--- src/rtl/sbeq_pkg.sv ---
// shared widths, register indexes, config and control structs for the tone eq
// rounding helper used by the writeback path of the shared multiplier
// no dependencies
package sbeq_pkg;

    localparam int BANDS      = 6;
    localparam int BAND_W     = 3;
    localparam int SMP_W      = 24;
    localparam int X_W        = 25;
    localparam int MEM_W      = 28;
    localparam int OUT_W      = 32;
    localparam int ACC_W      = 35;
    localparam int OPA_W      = 33;
    localparam int OPB_W      = 28;
    localparam int PROD_W     = OPA_W + OPB_W;
    localparam int RND_W      = PROD_W + 1;
    localparam int ENV_W      = 25;
    localparam int KNOB_W     = 16;
    localparam int STEP_W     = 24;
    localparam int CFG_IDX_W  = 3;
    localparam int CFG_DATA_W = 64;

    localparam logic [CFG_IDX_W-1:0] REG_KNOB_LO = 3'd0;
    localparam logic [CFG_IDX_W-1:0] REG_KNOB_HI = 3'd1;
    localparam logic [CFG_IDX_W-1:0] REG_COEF_A  = 3'd2;
    localparam logic [CFG_IDX_W-1:0] REG_COEF_B  = 3'd3;
    localparam logic [CFG_IDX_W-1:0] REG_COEF_C  = 3'd4;
    localparam logic [CFG_IDX_W-1:0] REG_ATTACK  = 3'd5;
    localparam logic [CFG_IDX_W-1:0] REG_RELEASE = 3'd6;

    // unity in q.24
    localparam logic [ENV_W-1:0] ONE_Q24 = 25'd16777216;

    typedef struct packed {
        logic [BANDS-1:0][KNOB_W-1:0] knob;
        logic [BANDS-1:0][KNOB_W-1:0] hp_coef;
        logic [BANDS-1:0][KNOB_W-1:0] lp_coef;
        logic [STEP_W-1:0]            atk_step;
        logic [STEP_W-1:0]            rel_step;
    } t_cfg;

    typedef struct packed {
        logic step_a;
        logic step_b;
    } t_env_ctl;

    // floor((v + 2^(s-1)) / 2^s), round half up
    function automatic logic signed [RND_W-1:0] round_sh(
        input logic signed [PROD_W-1:0] v,
        input int unsigned              s
    );
        logic signed [RND_W-1:0] w;
        w = RND_W'(v) + (RND_W'(1) <<< (s - 1));
        return w >>> s;
    endfunction

endpackage

--- src/rtl/sbeq_mul.sv ---
// shared signed multiplier with a registered product
// depends on sbeq_pkg
module sbeq_mul
    import sbeq_pkg::*;
(
    input  logic                     i_clk,
    input  logic                     i_en,
    input  logic signed [OPA_W-1:0]  i_a,
    input  logic signed [OPB_W-1:0]  i_b,
    output logic signed [PROD_W-1:0] o_prod
);

    logic signed [PROD_W-1:0] r_prod;

    always_ff @(posedge i_clk) begin
        if (i_en) begin
            r_prod <= PROD_W'(i_a) * PROD_W'(i_b);
        end
    end

    assign o_prod = r_prod;

endmodule

--- config.mk ---
export PLATFORM = sky130hd
export DESIGN_NAME = sbeq_mul
export DESIGN_NICKNAME = d
export VERILOG_FILES = /design/src/rtl/sbeq_pkg.sv /design/src/rtl/sbeq_mul.sv
export SDC_FILE = /design/constraint.sdc
export NUM_CORES = 2
export LEC_CHECK = 0
export ABC_AREA = 1
export BUFFER_PORTS_ARGS = -buffer_cell sky130_fd_sc_hd__buf_2
export CORE_ASPECT_RATIO = 1.4
export CORE_MARGIN = 1.5
export CORE_UTILIZATION = 60
export DETAILED_ROUTE_END_ITERATION = 8
export PLACE_DENSITY = 0.77
export REMOVE_ABC_BUFFERS = 1
export SYNTH_ARGS = -nofsm -noshare
export SYNTH_HDL_FRONTEND = slang
export SYNTH_SLANG_ARGS = --single-unit
export TNS_END_PERCENT = 100
--- constraint.sdc ---
create_clock -name i_clk -period 8.2 [get_ports i_clk]
set_input_delay 2.05 -clock i_clk [delete_from_list [all_inputs] [get_ports i_clk]]
set_output_delay 2.05 -clock i_clk [all_outputs]
set_load 0.01 [all_outputs]
After elaboration in Yosys (flattened, before gate mapping):

Index checks and enable logic that the tools add are counted.

* multiply operators: 1

Operator list (number)
* $mul 33x28->61: 1

* register bits: 61
* output and inout bits: 61
* logic and storage cells: 2

Longest topological paths before layout:

* word-level depth: 1
* gate-level depth with buffers: 32

Least setup slack after synthesis:

No wires, ideal clock.

* path type: input-to-reg
* start: input i_a[32]
* end: register r_prod[54], in the netlist o_prod[54] (data pin)
* arrival: 8.547 ns
* required time: 7.947 ns
* slack: -0.599 ns
* cell stages on the path: 28
* path buffers: 2
* cells stage by stage: clkbuf_1 clkbuf_1 nand2_1 inv_1 fa_1 inv_1 fa_1 inv_1 fa_1 inv_1 fa_1 inv_1 fa_1 fa_1 inv_1 fa_1 inv_1 ha_1 ha_1 a21oi_1 nor2_1 nor2_1 nor2_1 or2_2 nor2_1 nand3_1 nand2_1 nand2_1

* cells in the longest elaborated chain, start to end: 1

RTL lines
* start: declaration: line sbeq_mul.sv:8 `input logic signed [OPA_W-1:0] i_a,`
* $mul 33x28->61: line sbeq_mul.sv:17 `r_prod <= PROD_W'(i_a) * PROD_W'(i_b);`
* end signal: assignment: line sbeq_mul.sv:17
* end: declaration: line sbeq_mul.sv:13 `logic signed [PROD_W-1:0] r_prod;`

Every way passes these cells.
A chain may end at the register's enable or synchronous reset.

Worst setup path in the final report:

* start: input i_b[7]
* end: register r_prod[22], in the netlist o_prod[22] (data pin)

* cells in the longest elaborated chain, start to end: 1

RTL lines
* start: declaration: line sbeq_mul.sv:9 `input logic signed [OPB_W-1:0] i_b,`
* $mul 33x28->61: line sbeq_mul.sv:17

Every way passes these cells.

==> results.tsv <==
stage	metric	value	unit
run_status	status	finished, final reports clean	
clocking	cts hold-fix bufs	0	
global_routing	first-pass GRT wire length	173	mm
routing	DRC	0	
clocking	Clock Path Buffers	2	
worst_hold_path	min-delay worst type	input pin to register	
layout	post-layout net count	6282	
critical_path	Worst setup SP type	input pin	
clocking	CTS buffer count	9	
floorplanning	Initial Utilization	60.7	%
floorplanning	Core Region	60900	sq um
logic_synthesis	area leader, netlist	fa_1	
critical_path	crit path max fanout	8	
clocking	H-tree depth	3	
timing	Max-slew headroom	33.2	%
logic_synthesis	Async S/R FF share, synth	0	%
logic_synthesis	number of flops mapped to enable cells by yosys	61	
floorplanning	Std-Cell Rows	107	
floorplanning	die outline height	297	um
critical_path	worst setup path class	input pin to register	
timing	RSZ-0062 raised after global routing	yes	
placement	setup slack at placement	-0.572	ns
logic_synthesis	synth unique cells	35	
clocking	CTS root buf	clkbuf_16	
global_routing	gr ovfl total	0	
logic_synthesis	register area share after synthesis	4.95	%
logic_synthesis	flip-flop and latch count after synthesis	61	
floorplanning	# IOs	124	
routing	via count	30800	
global_routing	GR Util All Layers	36.0	%
placement	Port Buffers	123	
timing	final setup margin	0.101	ns
clocking	Clock transition at path regs	0.07	ns
worst_hold_path	hold path startpoint	i_b[1]	
critical_path	Critical Path Start	i_b[7]	
job	# Max-Cap Violations	0	
timing	Slew Limit Fails	0	
logic_synthesis	Primary FF master, synth	edfxtp_1	
routing	WL final	108	mm
floorplanning	die width	213	um
logic_synthesis	top cells by area, synth	fa_1 52%, inv_1 16%, nand2_1 13%	
timing	Final min period	8.10	ns
timing	FMAX	123	MHz
clocking	Clock Sinks	61	
floorplanning	die footprint	63200	sq um
routing	WL per Instance	18.4	um
timing	final hold violation count	0	
critical_path	WP data required	8.39	ns
timing	# setup viols final	0	
layout	layout cell share with drive strength beyond 1	15.8	%
logic_synthesis	Mapped Avg Cell Area	7.92	sq um
routing	Vias per Instance	5.22	
critical_path	CP endpoint kind	register	
logic_synthesis	post-synth top area share	51.6	%
logic_synthesis	most numerous cell in the Yosys netlist	inv_1	
layout	max FFs per register	61	
timing	Final Cycle Share	98.8	%
logic_synthesis	Mapped Cells	4672	
layout	fillers	4578	
routing	Final ANT Viol Nets	0	
layout	Syn-to-layout area delta	17.1	%
global_routing	largest net degree at the start of global routing	62	
logic_synthesis	synth cell count leaders	1,564 x inv_1, 1,296 x nand2_1, 953 x fa_1	
critical_path	Worst Path Arrival	8.29	ns
global_routing	initial antenna violation count	5	
routing	Detailed Routing Iterations Pass 1	6	
placement	Detailed Place HPWL	94.8	mm
routing	1st-iter DRT viols	1846	
logic_synthesis	Synth Cell Area	37000	sq um
placement	Placer Congestion	0.997	
clocking	CTS tree	yes	
timing	Worst Tran Pin Value	1.00	ns
global_routing	vias in the first global route	33900	
logic_synthesis	Yosys Warn Count	0	
[worst paths after layout]
| path | to | slack (ns) | cells past startpoint |
|---|---|---|---|
| max | o_prod[22] | 0.10 | 24 |
| min | o_prod[1] | 2.23 | 4 |
[stage by stage]
| step | TNS [ns] | instance area, sq um | util, % | hold WS (ns) | cells |
|---|---|---|---|---|---|
| floorplan | -2.05 | 36200 | - | 2.16 | 4462 |
| global placement | -13.79 | 41900 | 68.8 | 2.46 | 5872 |
| detailed placement | -16.77 | 41900 | 68.8 | 2.46 | 5872 |
| CTS | 0 | 42400 | 69.5 | 2.29 | 5888 |
| global route | -0.736 | 43300 | 71.1 | 2.27 | 5895 |
| finish | 0 | 43300 | 71.1 | 2.23 | 5896 |
[final cells by class]
cell class / count / area, sq um / area share, %
inverters: 1564 / 5870 / 13.6
clock buffers: 9 / 225 / 0.520
repair buffers: 598 / 4920 / 11.4
well taps: 817 / 1020 / 2.36
flip-flops and latches: 61 / 1830 / 4.23
clock inverters: 7 / 124 / 0.286
diodes: 3 / 7.51 / 0.0173
multi-input cells: 2837 / 29300 / 67.7
[kinds of logic after synthesis]
logic type	share of synthesized area, %
flip-flops	4.95
XOR/XNOR	0.900
AND/OR/NAND/NOR	16.4
AO/OA/AOI/OAI	1.60
adder cells (fa/ha/maj)	58.2
buffers and inverters	18.0
[routing by layer]
| layer | part of all wire [%] | global-route usage (%) | up-vias | wire length, um |
|---|---|---|---|---|
| met3 | 6.2 | 4.51 | 449 | 6690 |
| met4 | 8.3 | 23.8 | 2 | 8980 |
| met2 | 53 | 64.3 | 1336 | 56900 |
| li1 | - | - | 13600 | - |
| met1 | 33 | 39.8 | 15400 | 35800 |
| met5 | 0.012 | 0 | - | 13 |
[cells in the final DEF (no fill, tap or decap), types with 13 or more instances in the layout]
| cell | count |
|---|---|
| inv_1 | 1558 |
| nand2_1 | 1260 |
| fa_1 | 940 |
| buf_4 | 430 |
| ha_1 | 168 |
| buf_2 | 88 |
| nor2_1 | 82 |
| edfxtp_1 | 61 |
| nand3_1 | 52 |
| buf_12 | 45 |
| a21oi_1 | 44 |
| nand2_2 | 35 |
| nor2_2 | 35 |
| xor2_1 | 24 |
| ha_4 | 22 |
| nand4_1 | 21 |
| a21oi_2 | 20 |
| clkbuf_4 | 16 |
| buf_6 | 16 |
| nor2_4 | 14 |
| o21bai_1 | 13 |
| fa_2 | 13 |
[worst max-delay path, cell delays in order]
cell and delay, ns:
buf_4 0.18, buf_4 0.20, buf_4 0.15, nand2_1 0.05
inv_1 0.05, fa_1 0.53, inv_1 0.05, fa_1 0.46
fa_1 0.54, inv_1 0.05, fa_1 0.43, fa_1 0.49
fa_1 0.57, fa_1 0.45, ha_1 0.29, ha_1 0.35
nand2_1 0.19, nor2_2 0.24, nand2_1 0.12, nor2_1 0.21
nand2_1 0.09, nand3_1 0.16, buf_4 0.16, xor2_2 0.19
[timing repair]
action | 4_1_cts | 5_1_grt
pin swaps | 1 | 51
setup endpoints to repair | 26 | 44
cloned | 0 | 1
gates resized for setup | 24 | 240
buffers inserted | 0 | 5
Power is not shown: default switching activity piles up to over one toggle a cycle in this logic, so the estimate is an artifact.
