--- config.mk ---
export PLATFORM = sky130hd
export DESIGN_NAME = sbeq_cfg_regs
export DESIGN_NICKNAME = d
export VERILOG_FILES = /design/src/rtl/sbeq_pkg.sv /design/src/rtl/sbeq_cfg_regs.sv
export SDC_FILE = /design/constraint.sdc
export NUM_CORES = 1
export LEC_CHECK = 0
export BUFFER_PORTS_ARGS = -buffer_cell sky130_fd_sc_hd__buf_2
export CORE_AREA = 2 2 165 167
export CTS_CLUSTER_SIZE = 14
export DETAILED_ROUTE_END_ITERATION = 6
export DIE_AREA = 0 0 167 169
export PLACE_DENSITY = 0.8
export SLEW_MARGIN = 10
export SYNTH_ARGS = -nofsm -noshare
export SYNTH_HDL_FRONTEND = slang
export SYNTH_SLANG_ARGS = --single-unit
--- constraint.sdc ---
create_clock -name i_clk -period 2.45 [get_ports i_clk]
set_clock_uncertainty 0.15 [all_clocks]
set_input_delay 0.49 -clock i_clk [delete_from_list [all_inputs] [get_ports i_clk]]
set_output_delay 0.49 -clock i_clk [all_outputs]
set_load 0.005 [all_outputs]
--- src/rtl/sbeq_pkg.sv ---
// shared widths, register indexes, config and control structs for the tone eq
// rounding helper used by the writeback path of the shared multiplier
// no dependencies
package sbeq_pkg;

    localparam int BANDS      = 6;
    localparam int BAND_W     = 3;
    localparam int SMP_W      = 24;
    localparam int X_W        = 25;
    localparam int MEM_W      = 28;
    localparam int OUT_W      = 32;
    localparam int ACC_W      = 35;
    localparam int OPA_W      = 33;
    localparam int OPB_W      = 28;
    localparam int PROD_W     = OPA_W + OPB_W;
    localparam int RND_W      = PROD_W + 1;
    localparam int ENV_W      = 25;
    localparam int KNOB_W     = 16;
    localparam int STEP_W     = 24;
    localparam int CFG_IDX_W  = 3;
    localparam int CFG_DATA_W = 64;

    localparam logic [CFG_IDX_W-1:0] REG_KNOB_LO = 3'd0;
    localparam logic [CFG_IDX_W-1:0] REG_KNOB_HI = 3'd1;
    localparam logic [CFG_IDX_W-1:0] REG_COEF_A  = 3'd2;
    localparam logic [CFG_IDX_W-1:0] REG_COEF_B  = 3'd3;
    localparam logic [CFG_IDX_W-1:0] REG_COEF_C  = 3'd4;
    localparam logic [CFG_IDX_W-1:0] REG_ATTACK  = 3'd5;
    localparam logic [CFG_IDX_W-1:0] REG_RELEASE = 3'd6;

    // unity in q.24
    localparam logic [ENV_W-1:0] ONE_Q24 = 25'd16777216;

    typedef struct packed {
        logic [BANDS-1:0][KNOB_W-1:0] knob;
        logic [BANDS-1:0][KNOB_W-1:0] hp_coef;
        logic [BANDS-1:0][KNOB_W-1:0] lp_coef;
        logic [STEP_W-1:0]            atk_step;
        logic [STEP_W-1:0]            rel_step;
    } t_cfg;

    typedef struct packed {
        logic step_a;
        logic step_b;
    } t_env_ctl;

    // floor((v + 2^(s-1)) / 2^s), round half up
    function automatic logic signed [RND_W-1:0] round_sh(
        input logic signed [PROD_W-1:0] v,
        input int unsigned              s
    );
        logic signed [RND_W-1:0] w;
        w = RND_W'(v) + (RND_W'(1) <<< (s - 1));
        return w >>> s;
    endfunction

endpackage

--- src/rtl/sbeq_cfg_regs.sv ---
// configuration registers of the tone eq and their unpacking into band fields
// depends on sbeq_pkg
module sbeq_cfg_regs
    import sbeq_pkg::*;
(
    input  logic                  i_clk,
    input  logic                  i_rst_n,
    input  logic                  i_cfg_valid,
    input  logic [CFG_IDX_W-1:0]  i_cfg_index,
    input  logic [CFG_DATA_W-1:0] i_cfg_data,
    output t_cfg                  o_cfg
);

    logic [63:0]       r_knob_lo;
    logic [31:0]       r_knob_hi;
    logic [63:0]       r_coef_a;
    logic [63:0]       r_coef_b;
    logic [63:0]       r_coef_c;
    logic [STEP_W-1:0] r_attack;
    logic [STEP_W-1:0] r_release;

    logic [95:0]  knob_all;
    logic [191:0] coef_all;

    always_ff @(posedge i_clk) begin
        if (!i_rst_n) begin
            r_knob_lo <= 64'h0000_7FFF_8000_0000;
            r_knob_hi <= '0;
            r_coef_a  <= '0;
            r_coef_b  <= '0;
            r_coef_c  <= '0;
            r_attack  <= 24'd22370;
            r_release <= 24'd5592;
        end else if (i_cfg_valid) begin
            case (i_cfg_index)
                REG_KNOB_LO: r_knob_lo <= i_cfg_data;
                REG_KNOB_HI: r_knob_hi <= i_cfg_data[31:0];
                REG_COEF_A:  r_coef_a  <= i_cfg_data;
                REG_COEF_B:  r_coef_b  <= i_cfg_data;
                REG_COEF_C:  r_coef_c  <= i_cfg_data;
                REG_ATTACK:  r_attack  <= i_cfg_data[STEP_W-1:0];
                REG_RELEASE: r_release <= i_cfg_data[STEP_W-1:0];
                default: ;
            endcase
        end
    end

    // coefficient n: high-pass 0..5 then low-pass 0..5, in 16-bit slots
    assign knob_all = {r_knob_hi, r_knob_lo};
    assign coef_all = {r_coef_c, r_coef_b, r_coef_a};

    always_comb begin
        for (int k = 0; k < BANDS; k++) begin
            o_cfg.knob[k]    = knob_all[KNOB_W*k +: KNOB_W];
            o_cfg.hp_coef[k] = coef_all[KNOB_W*k +: KNOB_W];
            o_cfg.lp_coef[k] = coef_all[KNOB_W*(k+BANDS) +: KNOB_W];
        end
        o_cfg.atk_step = r_attack;
        o_cfg.rel_step = r_release;
    end

endmodule

[Yosys cells after proc, flatten, opt, wreduce, memory -nomap -nowiden]
Index checks and enable logic that the tools add are counted.
Word-level totals
  output and inout bits: 336
  word-level logic and storage cells: 21
  register bits: 336
Operators by class
  reductions and logical operators: 8
  equality and inequality tests: 6
Operators with widths (number)
  $reduce_and A2 Y1: 7
  $eq A3 B3 Y1 const B: 3
  $eq A3 B2 Y1 const B: 2
  $eq A3 B1 Y1 const B: 1
  $logic_not A3 Y1: 1

[Logic depth before layout (Yosys ltp)]
  depth after elaboration: 2
  gate-level depth with buffers: 5
  gate-level depth less buffers: 2

[Least setup slack after synthesis]
No wires, ideal clock.
  path kind: input-to-reg
  start point: in i_cfg_index[1]
  end point: reg r_knob_lo[14]
  cell stages on the path: 5
  library setup time: 72 ps
  required time: 2228 ps
  data arrival time: 1423 ps
  buffers on the path: 3
  setup slack: 806 ps
  cell sequence: buf_2 -> nor4b_2 -> buf_4 -> buf_6 -> mux2i_1
Between the ends
  longest elaborated chain between the ends: 2
Ends and longest elaborated chain
  start, declared: RTL line sbeq_cfg_regs.sv:9  | input logic [CFG_IDX_W-1:0] i_cfg_index,
  $logic_not A3 Y1: RTL line sbeq_cfg_regs.sv:35  | case (i_cfg_index)
  $reduce_and A2 Y1 (no source line)
  end signal, assigned: RTL line sbeq_cfg_regs.sv:36  | REG_KNOB_LO: r_knob_lo <= i_cfg_data;
  end, declared: RTL line sbeq_cfg_regs.sv:14  | logic [63:0] r_knob_lo;
Every way passes these cells.
A chain may end at the register's enable or synchronous reset.

[Worst setup path in the final report]
  start point: reg r_knob_hi[25]
  end point: out o_cfg[329] (netlist name)
RTL lines
  start, declared: RTL line sbeq_cfg_regs.sv:15  | logic [31:0] r_knob_hi;
  start signal, assigned: RTL line sbeq_cfg_regs.sv:37  | REG_KNOB_HI: r_knob_hi <= i_cfg_data[31:0];
  end, declared: RTL line sbeq_cfg_regs.sv:11  | output t_cfg o_cfg
No word-level cell between the ends.

==> results.toml <==
[clocking]
hold_buffers = 0
h-tree-depth = 2
cts_tree = "built"
cts_resized = 0
max-clock-path-buffers = 3
cts_sinks = 336
post_cts_buffers = 0
clk_pin_slew_worst_paths_ns = 0.06
cts_buffers = 35
cts-root-buf = "clkbuf_16"
clock_latency_ns = 0.49

[critical_path]
critPathCaptureType = "output port"
crit_chain = "buf_2"
cpMaxStageDelayCell = "dfxtp_1"
critPathMaxStageDelay_ns = 0.37
crit_start = "r_knob_hi[25]"
worst-r2r-cell-count = 2
critical_path_required_ns = 1.81
r2r_start = "r_release[3]"
worst-path-buf-inv = 1
worstPathMaxFanout = 2
cp-endpoint = "o_cfg[329]"
cp-start-kind = "register"
r2r-end = "r_release[3]"
critical_path_class = "register to output port"
critPathTopFamily = "flip-flops"
cp.depth = 1
cp.arrival_ns = 1.00
rrSetupSlack_ns = 1.59

[power]
p_leak_uw = 0.008168
finalPower_uw = 11500
powerDensity_nw_per_um2 = 722.4
ir_drop_mv = 0.5209

[timing]
min_period_ns = 1.642
timing.final.crit_share_pct = 67.04
tightest_slew_ns = 0.4654
setup_tns_ns = 0
slew_violations = 0
hold_viol = 0
hold_ws_ns = 0.1202
rsz0062_at_grt = "no"
setup_viol_count_final = 0
setup_ws_ns = 0.8076
fmax_ghz = 0.6089
maxSlewHeadroom_pct = 68.97

[global_routing]
overflow = 0
grt_usage_pct = 23.10
grt_start_max_net_pins = 63
grt_pass1_vias = 9777
antenna_found_initial = 3
grt_pass1_wl_um = 52500

[synthesis]
syn-num-nets = 1266
seq_area_frac_synth_pct = 54.04
synthTopCellsByCount = "nand2_1 (369), dfxtp_1 (336), mux2i_1 (336)"
syn_inst = 1196
synth.top_cell.area_share_pct = 54.04
synth_seq_cells = 336
synthMostInstantiatedCell = "nand2_1"
yosysWarningCount = 0
ys_types = 14
synth_edf_count = 0
synth_ff_type = "dfxtp_1"
avgSynthCellArea_sq_um = 10.41
synth_area_sq_um = 12450
synth_top_cells_by_area = "dfxtp_1 (54%), mux2i_1 (27%), nand2_1 (11%)"
synth_top_area_cell = "dfxtp_1"
async_flop_share_pct = 0

[routing]
drtPass1Iterations = 5
num_vias = 9944
postRouteAntennaNets = 0
wl_per_cell_um = 17.59
finalWirelength_um = 34210
avgViaCountPerCell = 5.113
drtIter0Drc = 517
route.detailed.drc = 0

[place]
place_congestion = 0.8204
io_buffers = 405
post-place-ws_ns = 0.4135
dpl.hpwl_um = 24210

[run]
cap_violations = 0

[outcome]
status = "completed"

[floorplanning]
core-area_sq_um = 26500
rows = 60
dieArea_sq_um = 28220
ioPinCount = 406
initial_core_util_pct = 46.97
die_y_um = 169
die_w_um = 167

[layout]
final_layout_size_suffix_gt1_share_pct = 30.51
area_delta_synth_final_pct = 27.90
nNetsFinal = 1651

[worst_hold_path]
hold_path_class = "input port to register"
## through the flow
step                instance area (sq um)  cells  util [%]
CTS                                 15920   1944     60.07
finish                              15920   1945     60.08
detailed placement                  14810   1885     55.90
global placement                    14810   1885     55.90
floorplan                           12450   1196         -
global route                        15920   1944     60.07
## state kept, by name (all words and copies together) (netlist names)
register and count:
r_knob_hi 32, r_coef_b 64, r_release 24, r_coef_a 64, r_coef_c 64, r_attack 24, r_knob_lo 64
## where the power goes
| group | total (uW) | internal [uW] | switching (uW) | leakage [uW] |
|---|---|---|---|---|
| registers | 5650 | 5590 | 61.7 | 0.00272 |
| clock network | 5110 | 3040 | 2070 | 0.000538 |
| logic | 741 | 306 | 435 | 0.00491 |
| total | 11500 | 8940 | 2570 | 0.00817 |
## placed cells by master (no fill, tap or decap), drive strengths merged
| master | synthesis | routed |
|---|---|---|
| mux2i | 336 | 336 |
| diode | 0 | 1 |
| bufinv | 0 | 1 |
| dfxtp | 336 | 336 |
| nand2 | 369 | 369 |
| inv | 0 | 2 |
| and4bb | 1 | 1 |
| nor2b | 58 | 58 |
| nand4bb | 2 | 2 |
| clkbuf | 37 | 55 |
| clkinvlp | 0 | 1 |
| and4b | 2 | 2 |
| nor4b | 1 | 1 |
| nand4b | 3 | 3 |
| buf | 51 | 436 |
## worst min path at each step
stage	slack [ns]	depth (start not counted)	startpoint	to
floorplan	0.30	2	r_coef_a[0]	r_coef_a[0]
global placement	0.29	2	r_coef_a[18]	r_coef_a[18]
detailed placement	0.29	2	r_knob_lo[18]	r_knob_lo[18]
CTS	0.1	3	i_cfg_data[14]	r_attack[14]
global route	0.10	3	i_cfg_data[14]	r_attack[14]
finish	0.12	3	i_cfg_data[14]	r_attack[14]
## routing by layer
| layer | up-vias | GRT usage [%] | part of all wire, % |
|---|---|---|---|
| met5 | - | 0 | 0 |
| met4 | 0 | 9.333 | 3.5 |
| met3 | 82 | 5.728 | 7.3 |
| met2 | 368 | 40.54 | 49 |
| met1 | 4796 | 27.07 | 40 |
| li1 | 4698 | - | - |
## layout make-up
type,instances,area (sq um)
fill,2225,10580
sequential,336,6726
multi-input combinational,772,5253
timing repair buffer,436,2407
clock buffer,55,1051
tap,341,426.7
clock inverter,4,55.05
antenna,1,2.502
## cells by family after synthesis
| family | after synthesis | share of synthesized area [%] |
|---|---|---|
| flops | 336 | 54.04 |
| buf+inv | 88 | 4.131 |
| simple gates | 436 | 14.82 |
| mux | 336 | 27.02 |
Power figures use the tool's default switching activity.
