$ cat config.mk
export PLATFORM = sky130hd
export DESIGN_NAME = sbeq_env
export DESIGN_NICKNAME = d
export VERILOG_FILES = /design/src/rtl/sbeq_pkg.sv /design/src/rtl/sbeq_env.sv
export SDC_FILE = /design/constraint.sdc
export NUM_CORES = 1
export LEC_CHECK = 0
export BUFFER_PORTS_ARGS = -buffer_cell sky130_fd_sc_hd__buf_2
export CAP_MARGIN = 5
export CORE_MARGIN = 3
export CORE_UTILIZATION = 55
export DETAILED_ROUTE_END_ITERATION = 7
export PLACE_DENSITY_LB_ADDON = 0.3
export RECOVER_POWER = 25
export SYNTH_ARGS = -nofsm -noshare
export SYNTH_HDL_FRONTEND = slang
export SYNTH_SLANG_ARGS = --single-unit
$ cat constraint.sdc
create_clock -name i_clk -period 8.79 [get_ports i_clk]
set_clock_uncertainty 0.05 [all_clocks]
set_input_delay 0.879 -clock i_clk [delete_from_list [all_inputs] [get_ports i_clk]]
set_output_delay 0.879 -clock i_clk [all_outputs]
set_load 0.005 [all_outputs]
$ cat src/rtl/sbeq_pkg.sv
// shared widths, register indexes, config and control structs for the tone eq
// rounding helper used by the writeback path of the shared multiplier
// no dependencies
package sbeq_pkg;

    localparam int BANDS      = 6;
    localparam int BAND_W     = 3;
    localparam int SMP_W      = 24;
    localparam int X_W        = 25;
    localparam int MEM_W      = 28;
    localparam int OUT_W      = 32;
    localparam int ACC_W      = 35;
    localparam int OPA_W      = 33;
    localparam int OPB_W      = 28;
    localparam int PROD_W     = OPA_W + OPB_W;
    localparam int RND_W      = PROD_W + 1;
    localparam int ENV_W      = 25;
    localparam int KNOB_W     = 16;
    localparam int STEP_W     = 24;
    localparam int CFG_IDX_W  = 3;
    localparam int CFG_DATA_W = 64;

    localparam logic [CFG_IDX_W-1:0] REG_KNOB_LO = 3'd0;
    localparam logic [CFG_IDX_W-1:0] REG_KNOB_HI = 3'd1;
    localparam logic [CFG_IDX_W-1:0] REG_COEF_A  = 3'd2;
    localparam logic [CFG_IDX_W-1:0] REG_COEF_B  = 3'd3;
    localparam logic [CFG_IDX_W-1:0] REG_COEF_C  = 3'd4;
    localparam logic [CFG_IDX_W-1:0] REG_ATTACK  = 3'd5;
    localparam logic [CFG_IDX_W-1:0] REG_RELEASE = 3'd6;

    // unity in q.24
    localparam logic [ENV_W-1:0] ONE_Q24 = 25'd16777216;

    typedef struct packed {
        logic [BANDS-1:0][KNOB_W-1:0] knob;
        logic [BANDS-1:0][KNOB_W-1:0] hp_coef;
        logic [BANDS-1:0][KNOB_W-1:0] lp_coef;
        logic [STEP_W-1:0]            atk_step;
        logic [STEP_W-1:0]            rel_step;
    } t_cfg;

    typedef struct packed {
        logic step_a;
        logic step_b;
    } t_env_ctl;

    // floor((v + 2^(s-1)) / 2^s), round half up
    function automatic logic signed [RND_W-1:0] round_sh(
        input logic signed [PROD_W-1:0] v,
        input int unsigned              s
    );
        logic signed [RND_W-1:0] w;
        w = RND_W'(v) + (RND_W'(1) <<< (s - 1));
        return w >>> s;
    endfunction

endpackage

$ cat src/rtl/sbeq_env.sv
// envelope follower: attack compare, then release compare, then clamp to [0,1]
// depends on sbeq_pkg
module sbeq_env
    import sbeq_pkg::*;
(
    input  logic                    i_clk,
    input  logic                    i_rst_n,
    input  t_env_ctl                i_ctl,
    input  logic signed [X_W-1:0]   i_x,
    input  logic [STEP_W-1:0]       i_atk,
    input  logic [STEP_W-1:0]       i_rel,
    output logic [ENV_W-1:0]        o_env
);

    logic [ENV_W-1:0]  r_env;
    logic signed [26:0] r_tmp;

    logic signed [26:0] mag;
    logic signed [26:0] env_s;
    logic signed [26:0] atk_s;
    logic signed [26:0] rel_s;
    logic signed [26:0] fall;
    logic signed [26:0] one_s;

    always_comb begin
        mag   = (i_x < 0) ? -27'(i_x) : 27'(i_x);
        env_s = signed'({2'b00, r_env});
        atk_s = signed'({3'b000, i_atk});
        rel_s = signed'({3'b000, i_rel});
        one_s = signed'({2'b00, ONE_Q24});
        fall  = (mag < r_tmp) ? (r_tmp - rel_s) : r_tmp;
    end

    always_ff @(posedge i_clk) begin
        if (!i_rst_n) begin
            r_env <= '0;
        end else if (i_ctl.step_b) begin
            if (fall < 0) begin
                r_env <= '0;
            end else if (fall > one_s) begin
                r_env <= ONE_Q24;
            end else begin
                r_env <= fall[ENV_W-1:0];
            end
        end
    end

    always_ff @(posedge i_clk) begin
        if (i_ctl.step_a) begin
            r_tmp <= (mag > env_s) ? (env_s + atk_s) : env_s;
        end
    end

    assign o_env = r_env;

endmodule
* After elaboration in Yosys (flattened, before gate mapping)
Cells that the tools add are included.
** Storage, ports and cells
- Register bits :: 51
- Latch bits :: 0
- Bits in writable memories :: 0
- Memory bits (read-only) :: 0
- Output and inout port bits :: 25
- Word-level logic and storage cells :: 16
- Memories :: 0
** Cells by class
- $add $sub $neg :: 3
- $mul :: 0
- Div/mod/pow operators :: 0
- Order comparisons :: 5
- Equal/unequal tests :: 0
- Shifts and indexed selects :: 0
- Multiplexer cells :: 5
- Bitwise gates (word level) :: 0
- Reductions and logical operators :: 0
** Operators with widths (count)
- 25-bit two-way mux :: 3
- 27-bit two-way mux :: 2
- 27-bit by 26-bit > comparator with 1-bit output :: 1
- 27-bit by 26-bit > comparator with 1-bit output (second input constant) :: 1
- 27-bit by 1-bit < comparator with 1-bit output (second input constant) :: 1
- 27-bit < comparator :: 1
- 25-bit negation with 27-bit output :: 1
- 26-bit by 24-bit subtractor with 27-bit output :: 1
- 25-bit by 24-bit adder with 26-bit output :: 1
- 25-bit by 1-bit < comparator with 1-bit output (second input constant) :: 1

* Longest topological paths before layout
Gate-level depths: netlist (run 1).
- Depth after elaboration :: 7
- Mapped depth :: 21

* Worst setup path after synthesis (run 1)
OpenSTA, ideal clock, no wires.
- Path kind :: input -> register
- From :: in i_x[8]
- To :: reg r_env[10], in the netlist o_env[10]
- Setup time :: 0.066 ns
- Arrival time :: 5.835 ns
- Required time :: 8.674 ns
- Setup slack :: 2.839 ns
- Cell stages on the path :: 20
- Buffers on the path :: 2
- Path through :: or4_1 -> or2_2 -> or3_1 -> or4_1 -> or3_1 -> o21ai_0 -> xnor2_1 -> ha_1 -> nand3_1 -> nor3_1 -> and4_1 -> a221oi_1 -> o211ai_1 -> or2_1 -> clkbuf_1 -> or3_4 -> a2111oi_4 -> nand4_4 -> buf_6 -> a21oi_2
** Between the ends
- Longest elaborated chain between the ends :: 7
- Elaborated cells on any way between the ends :: 9
** Ends and longest elaborated chain
- start: declaration :: line sbeq_env.sv:9 : input logic signed [X_W-1:0] i_x,
- 25-bit negation with 27-bit output / 25-bit by 1-bit < comparator with 1-bit output (equally long branches) :: line sbeq_env.sv:26 : mag = (i_x < 0) ? -27'(i_x) : 27'(i_x);
- 27-bit two-way mux * :: line sbeq_env.sv:26
- 27-bit < comparator * :: line sbeq_env.sv:31 : fall = (mag < r_tmp) ? (r_tmp - rel_s) : r_tmp;
- 27-bit two-way mux * :: line sbeq_env.sv:31
- 27-bit by 26-bit > comparator with 1-bit output :: line sbeq_env.sv:40 : end else if (fall > one_s) begin
- 25-bit two-way mux :: line sbeq_env.sv:40
- 25-bit two-way mux * :: line sbeq_env.sv:38 : if (fall < 0) begin
- end signal: assignment :: line sbeq_env.sv:43 : r_env <= fall[ENV_W-1:0];
- end: declaration :: line sbeq_env.sv:15 : logic [ENV_W-1:0] r_env;
Mark *: on every way between the ends. The rest lies on a longest branch, timed or not.
A chain may end at the register's enable or synchronous reset.

* Worst setup path in the final report (run 1)
- From :: in i_x[8]
- To :: reg r_env[6], in the netlist o_env[6]
The elaborated chain is that of the path after synthesis.

==> results of run 1 <==
[cells in the mapped netlist (4+ instances only)]
library cell	number	area, um2
ha_1	99	1240
o21ai_0	92	460
inv_1	85	319
nand2_1	83	312
nor2_1	63	236
a21oi_1	52	260
xnor2_1	42	368
a21o_1	28	210
edfxtp_1	26	781
dfxtp_1	25	500
clkbuf_1	24	90.1
xor2_1	18	158
nand3_1	17	85.1
nor2b_1	16	100
o211ai_1	16	120
nand2b_1	14	87.6
nor3_1	13	65.1
a21oi_2	11	96.3
nand4_1	11	68.8
o31ai_1	11	82.6
or3_1	10	62.6
a211oi_1	9	67.6
a21boi_0	7	52.6
a2bb2oi_1	7	61.3
and2_1	7	43.8
o21ai_1	7	35.0
or4_1	6	45.0
a31oi_1	5	31.3
and3_1	5	31.3
nor4_1	5	31.3
or2_2	5	31.3
a221oi_1	4	35.0
nand3b_1	4	30.0
o21a_1	4	30.0
[state kept, by name, indices dropped and copies added (netlist names)]
| register | cells |
|---|---|
| o_env | 25 |
| r_tmp | 26 |
[metrics by stage]
step | instance area, um2 | util | setup WS [ns] | power, uW
after floorplan | 6760 | - | 2.84 | 829
after global placement | 7350 | 0.627 | 2.26 | 997
after CTS | 7490 | 0.639 | 2.37 | 1210
after detailed placement | 7350 | 0.627 | 2.06 | 1010
final | 7490 | 0.639 | 2.30 | 1220
after global routing | 7490 | 0.639 | 1.82 | 1320
[worst register-to-register path, cell delays in order, from the launching register on]
cell,delay (ns)
edfxtp_1,0.46
inv_1,0.09
ha_1,0.16
inv_1,0.06
fa_1,0.41
a211oi_2,0.28
o21bai_1,0.13
a21oi_2,0.15
xnor2_1,0.08
or4_1,0.56
or4_1,0.56
or3_4,0.37
a2111oi_4,0.34
nand4_4,0.39
a21oi_1,0.27
[power breakdown]
group          leakage, uW  switching [uW]  internal [uW]
combinational      0.00284             413            274
clock            0.0000685            96.7            106
sequential        0.000467            39.0            293
[cell usage in the layout (no fill, tap or decap), types with 13 or more instances in the layout]
cell type  instances
nand2_1           83
dfxtp_1           25
o21ai_0           92
a21o_1            28
ha_1              99
buf_2            100
nor3_1            13
xor2_1            18
nand3_1           17
a21oi_1           52
edfxtp_1          26
xnor2_1           42
inv_1             85
nand2b_1          14
o211ai_1          16
nor2b_1           16
nor2_1            63
[routing by layer]
layer | wire length (um) | vias to the layer above | part of all wire | GRT usage
met5 | 0 | - | 0 | 0
met4 | 502 | 0 | 0.026 | 0.0910
met3 | 1530 | 41 | 0.079 | 0.0540
met2 | 8390 | 273 | 0.44 | 0.442
met1 | 8770 | 3090 | 0.46 | 0.395
li1 | - | 3348 | - | -
[layout make-up]
class,count,area [um2],share of cell area
Inverter,85,319,0.0426
Timing Repair Buffer,103,519,0.0694
Clock inverter,2,12.5,0.00167
Multi-Input combinational cell,719,5050,0.674
Tap cell,143,179,0.0239
Clock buffer,6,129,0.0172
Sequential cell,51,1280,0.171
[final timing paths]
| kind | to | slack, ns |
|---|---|---|
| setup / recovery | o_env[6] | 2.30 |
| hold / removal | o_env[24] | 0.46 |
| setup reg to reg | o_env[6] | 4.36 |
| hold reg to reg | o_env[24] | 0.46 |
[cells by family after synthesis]
| family | count (synthesis) | synth area share |
|---|---|---|
| AOI/OAI and AO/OA | 282 | 0.274 |
| and+or+nand+nor | 270 | 0.198 |
| buffers and inverters | 112 | 0.0635 |
| adders and majority gates | 101 | 0.189 |
| xor gates and xnor gates | 60 | 0.0778 |
| DFF | 51 | 0.190 |
| muxes | 5 | 0.00796 |
| other | 1 | 0.000555 |
==> impl_results.md, run 1 <==
- Status: finished with violations
- Violated checks: capacitance limit, slew limit
- First-pass GRT wire length: 30400 um
- Worst hold margin: 0.462 ns
- Worst EP arrival: 6.67 ns
- Buf+Inv Stages, Crit Path: 1
- Sequential share of the synthesized area: 0.190
- Fin crit share: 0.738
- Drt via density: 6.09
- Antenna-violating nets left: 0
- Global route overflow: 0
- Die height: 117 um
- Starting Density: 0.577
- Area growth syn-to-layout: 10.8%
- Worst EP required: 8.98 ns
- Total CTS buffers: 5
- Clock-pin slew on the worst setup and hold paths: 0.07 ns
- Launching point of the worst reg2reg path: r_tmp[0]
- Post-synth cell types: 66
- Clk_lat worst skew: 0.31 ns
- CP Depth: 19
- Number of instances in the placed design: 1101
- Synth Flop Type: edfxtp_1
- Sum Neg Setup Slack: 0 ns
- Rows: 39
- Worst hold path depth: 2
- DIE WIDTH: 117 um
- Core Area: 11700 um2
- IO Port Bufs: 101
- Fill cells: 1074
- WL final: 19200 um
- Worst rel slew slack: -0.150
- Clk root buf: clkbuf_16
- Antenna diode instance count: 0
- DRC: 0
- Max FO, Critical Path: 18
- Hold Startpoint: o_env[24]
- Worst vdd ir: 0.0781 mV
- Max-capacitance violation count: 1
- Post-Syn Nets: 1060
- Final min period: 6.49 ns
- Post-DR wirelength/cell: 17.3 um
- CP Class: input port to register
- Clk sinks: 51
- Max Clk Rate: 154 MHz
- Nets@finish: 1143
- Post-Layout Cell Count: 1109
- Worst path slowest cell: or2_1
- Critical path's top delay family: simple AND/OR/NAND/NOR gates
- Total track usage: 0.283
- DPL Wire Length: 15600 um
- CP cell instances: buf_2 > or4_1 > or2_2 > or3_1 > or4_1 > or3_1 > o21ai_0 > xnor2_1 > ha_1 > nand3_1 > nor3_1 > and4_1 > o211ai_1 > a21oi_1 > or2_1 > nand4_1 > a2111oi_4 > nand4_4 > a21oi_1
- Max H-tree Level: 2
- CTS tree: built
- Hold buffer count at CTS: 0
- Slew Limit Fails: 27
- Die area: 13700 um2
- CP Launch Type: input port
- Total number of vias: 6752
- Number of synthesized register bits: 51
- CTS Buffer Depth: 2
- Drt pass-1 iters: 6
- Cells resized by post-CTS repair: 0
- Synth Warn #: 0
- Synthesized area: 6760 um2
- Routability Congestion: 0.944
- Initial antenna violation count: 0
- CP endpoint kind: register
- Worst hold path class: register to register
- Critical path origin: i_x[8]
- Layout cells sized above 1: 0.142
- Largest stage delay, worst path: 0.58 ns
- Setup repair bufs after CTS: 0
- Final setup fails: 0
- RSZ-0062 raised after global routing: no
- Cell count after synthesis: 882
- R2r worst-path depth: 14
- Starting DRT DRC Count: 492
- Async SR Flop Fraction: 0
- Syn_area_per_cell: 7.66 um2
- I/O pins: 102
- Final hold vios: 0
- Largest net degree at the start of global routing: 49
- Number of global-route vias before repair: 6164
- Leakage power: 0.00338 uW
- EDFF count, synth: 26
- Worst-Margin Slew: 1.72 ns
- Cell Pwr Density: 163 nW/um2
Note: power is estimated with default switching activity, not from simulation.
==> run 2, diff against run 1 <==
ABC_AREA = 1   (was default)
CORE_UTILIZATION = 54   (was 55)
clock period = 5.6 ns   (was 8.79 ns; I/O delays follow)
==> impl_results.md, run 2 <==
- Async SR Flop Fraction: 0
- Syn_area_per_cell: 6.22 um2
- Core Area: 13300 um2
- Layout cells sized above 1: 0.131
- Number of synthesized register bits: 51
- R2r worst-path depth: 19
- Synth Warn #: 0
- CTS Buffer Depth: 2
- Total number of vias: 7856
- Cell Pwr Density: 273 nW/um2
- WL final: 21200 um
- IO Port Bufs: 101
- Most frequent cells in the layout: 352 x nand2_1, 191 x inv_1, 105 x nor2_1
- Critical path origin: i_x[0]
- Worst hold path class: register to register
- RSZ-0062 raised after global routing: no
- Nets@finish: 1464
- Initial antenna violation count: 0
- Launching point of the worst reg2reg path: r_tmp[0]
- Share of the synthesized area in the top cell type: 0.178
- Worst-Margin Slew: 1.66 ns
- Reg2Reg Capture Point: o_env[3]
- Worst rel slew slack: -0.106
- Sequential share of the synthesized area: 0.173
- Die area: 15200 um2
- Max FO, Critical Path: 24
- Status: finished with violations
- Hold buffer count at CTS: 0
- Global route overflow: 0
- Post-synth cell types: 49
- CP Launch Type: input port
- Clk sinks: 51
- Max reg flops: 26
- Worst EP arrival: 5.10 ns
- I/O pins: 102
- Largest net degree at the start of global routing: 38
- Total track usage: 0.280
- Starting DRT DRC Count: 644
- Drt pass-1 iters: 5
- Crit path to: o_env[3]
- Rows: 42
- Cell count after synthesis: 1193
- Fill cells: 1319
- Synth Flop Type: edfxtp_1
- EDFF count, synth: 26
- Post-Place Setup Slack: 0.384 ns
- DPL Wire Length: 17800 um
- Core Util, Final: 0.615
- Setup repair bufs after CTS: 0
- Leakage power: 0.00434 uW
- Top-count cell post-synth: nand2_1
- Biggest register: r_tmp
- Clock-pin slew on the worst setup and hold paths: 0.07 ns
- R2R Setup Slk: 2.28 ns
- PnR worst setup slack: 0.569 ns
- Drt via density: 5.37
- Area growth syn-to-layout: 10.6%
- Fin crit share: 0.898
- Antenna-violating nets left: 0
- Area leader, netlist: nand2_1
- CP endpoint kind: register
- Clk_lat worst skew: 0.29 ns
- Number of global-route vias before repair: 7283
- Max Clk Rate: 199 MHz
- Hold Startpoint: o_env[24]
- Final hold vios: 0
- Starting Density: 0.556
- Multi-input gate area: 5280 um2
- Violated checks: capacitance limit, slew limit
- Sum Neg Setup Slack: 0 ns
- Final min period: 5.03 ns
- DIE WIDTH: 123 um
- DRC: 0
- Synth cell count leaders: 352 x nand2_1, 191 x inv_1, 105 x nor2_1
- Max H-tree Level: 2
- Routability Congestion: 0.994
- Commonest non-fill, non-tap cell in the layout: nand2_1
- FF/Latch Area: 1280 um2
- Cells resized by post-CTS repair: 0
- Post-Syn Nets: 1371
- Worst EP required: 5.67 ns
- Clk root buf: clkbuf_16
- Final setup fails: 0
- CP Class: input port to register
- First-pass GRT wire length: 33900 um
- Die height: 123 um
- Top post-synthesis cells by area: nand2_1 18%, ha_1 17%, edfxtp_1 11%, inv_1 9.7%, dfxtp_1 6.7%
- Worst vdd ir: 0.163 mV
- Post-DR wirelength/cell: 14.5 um
- Antenna diode instance count: 0
- Slew Limit Fails: 27
- Max-capacitance violation count: 1
- Synthesized area: 7420 um2
- CTS tree: built
- Total CTS buffers: 5
## run 2: cell types whose count changed in the layout (fill, tap and decap cells not counted), moves of 14 or more
| cell | delta |
|---|---|
| o21ai_0 | -41 |
| nand2b_1 | -14 |
| nand3_1 | +48 |
| nor2b_1 | -16 |
| nand2_1 | +269 |
| o211ai_1 | -15 |
| a21o_1 | -25 |
| nor2_1 | +42 |
| xnor2_1 | -23 |
| inv_1 | +106 |
| nand2_2 | +21 |
| a21oi_1 | +29 |
## run 2: final cells by class
class                      instances  share of cell area
multi-input combinational        926               0.643
inverter                         198              0.0905
clock buffer                       8              0.0191
sequential                        51               0.156
timing repair buffer             104              0.0642
tap                              176              0.0268
## run 2: worst min-delay path by stage
stage	depth (start not counted)	to	slack, ns
after global routing	2	o_env[16]	0.50
final	2	o_env[24]	0.47
after detailed placement	2	o_env[24]	0.45
after CTS	2	o_env[24]	0.46
after global placement	2	o_env[24]	0.45
after floorplan	2	o_env[24]	0.44
## run 2: cell families after synthesis
family          Yosys count  synth area share
fa+ha+maj               101             0.172
buf+inv                 216             0.116
flops                    51             0.173
xor+xnor                 50            0.0590
compound gates          179             0.141
simple gates            595             0.339
other cells               1          0.000505
## run 2: report_power, final
part / total (uW) / internal [uW] / switching (uW)
logic: 1360 / 482 / 878
clock network: 323 / 191 / 132
registers: 554 / 475 / 79.5
total: 2240 / 1150 / 1090
## run 2: worst max-delay path: stages
cell and delay, ns:
buf_2 0.10, inv_2 0.08, ha_1 0.17, nand3_1 0.10, nor3_1 0.26, inv_1 0.10, nor2_1 0.10, nand3_1 0.19
nor4_1 0.41, nand3_1 0.19, o21ai_0 0.24, xnor2_1 0.18, ha_1 0.29, nand2_1 0.09, inv_2 0.04, nand4_1 0.14
nor2_1 0.07, nand2_2 0.23, inv_2 0.07, nor2_4 0.29, nand4_1 0.18, a31oi_1 0.45, nand2_4 0.34, nand2_1 0.16
a21oi_1 0.07
## run 2: through the flow
stage	total power [uW]	hold WS, ns	area (um2)	cells
6_report	2240	0.467	8210	1463
3_5_place_dp	1890	0.452	8050	1455
2_1_floorplan	1540	0.437	7420	1193
4_1_cts	2220	0.463	8210	1463
3_3_place_gp	1880	0.450	8050	1455
5_1_grt	2450	0.495	8210	1463
## run 2: layer usage
layer | GRT usage | share of wire
met5 | 0 | 0
met2 | 0.464 | 0.45
met1 | 0.391 | 0.45
met3 | 0.0183 | 0.069
met4 | 0.0865 | 0.029
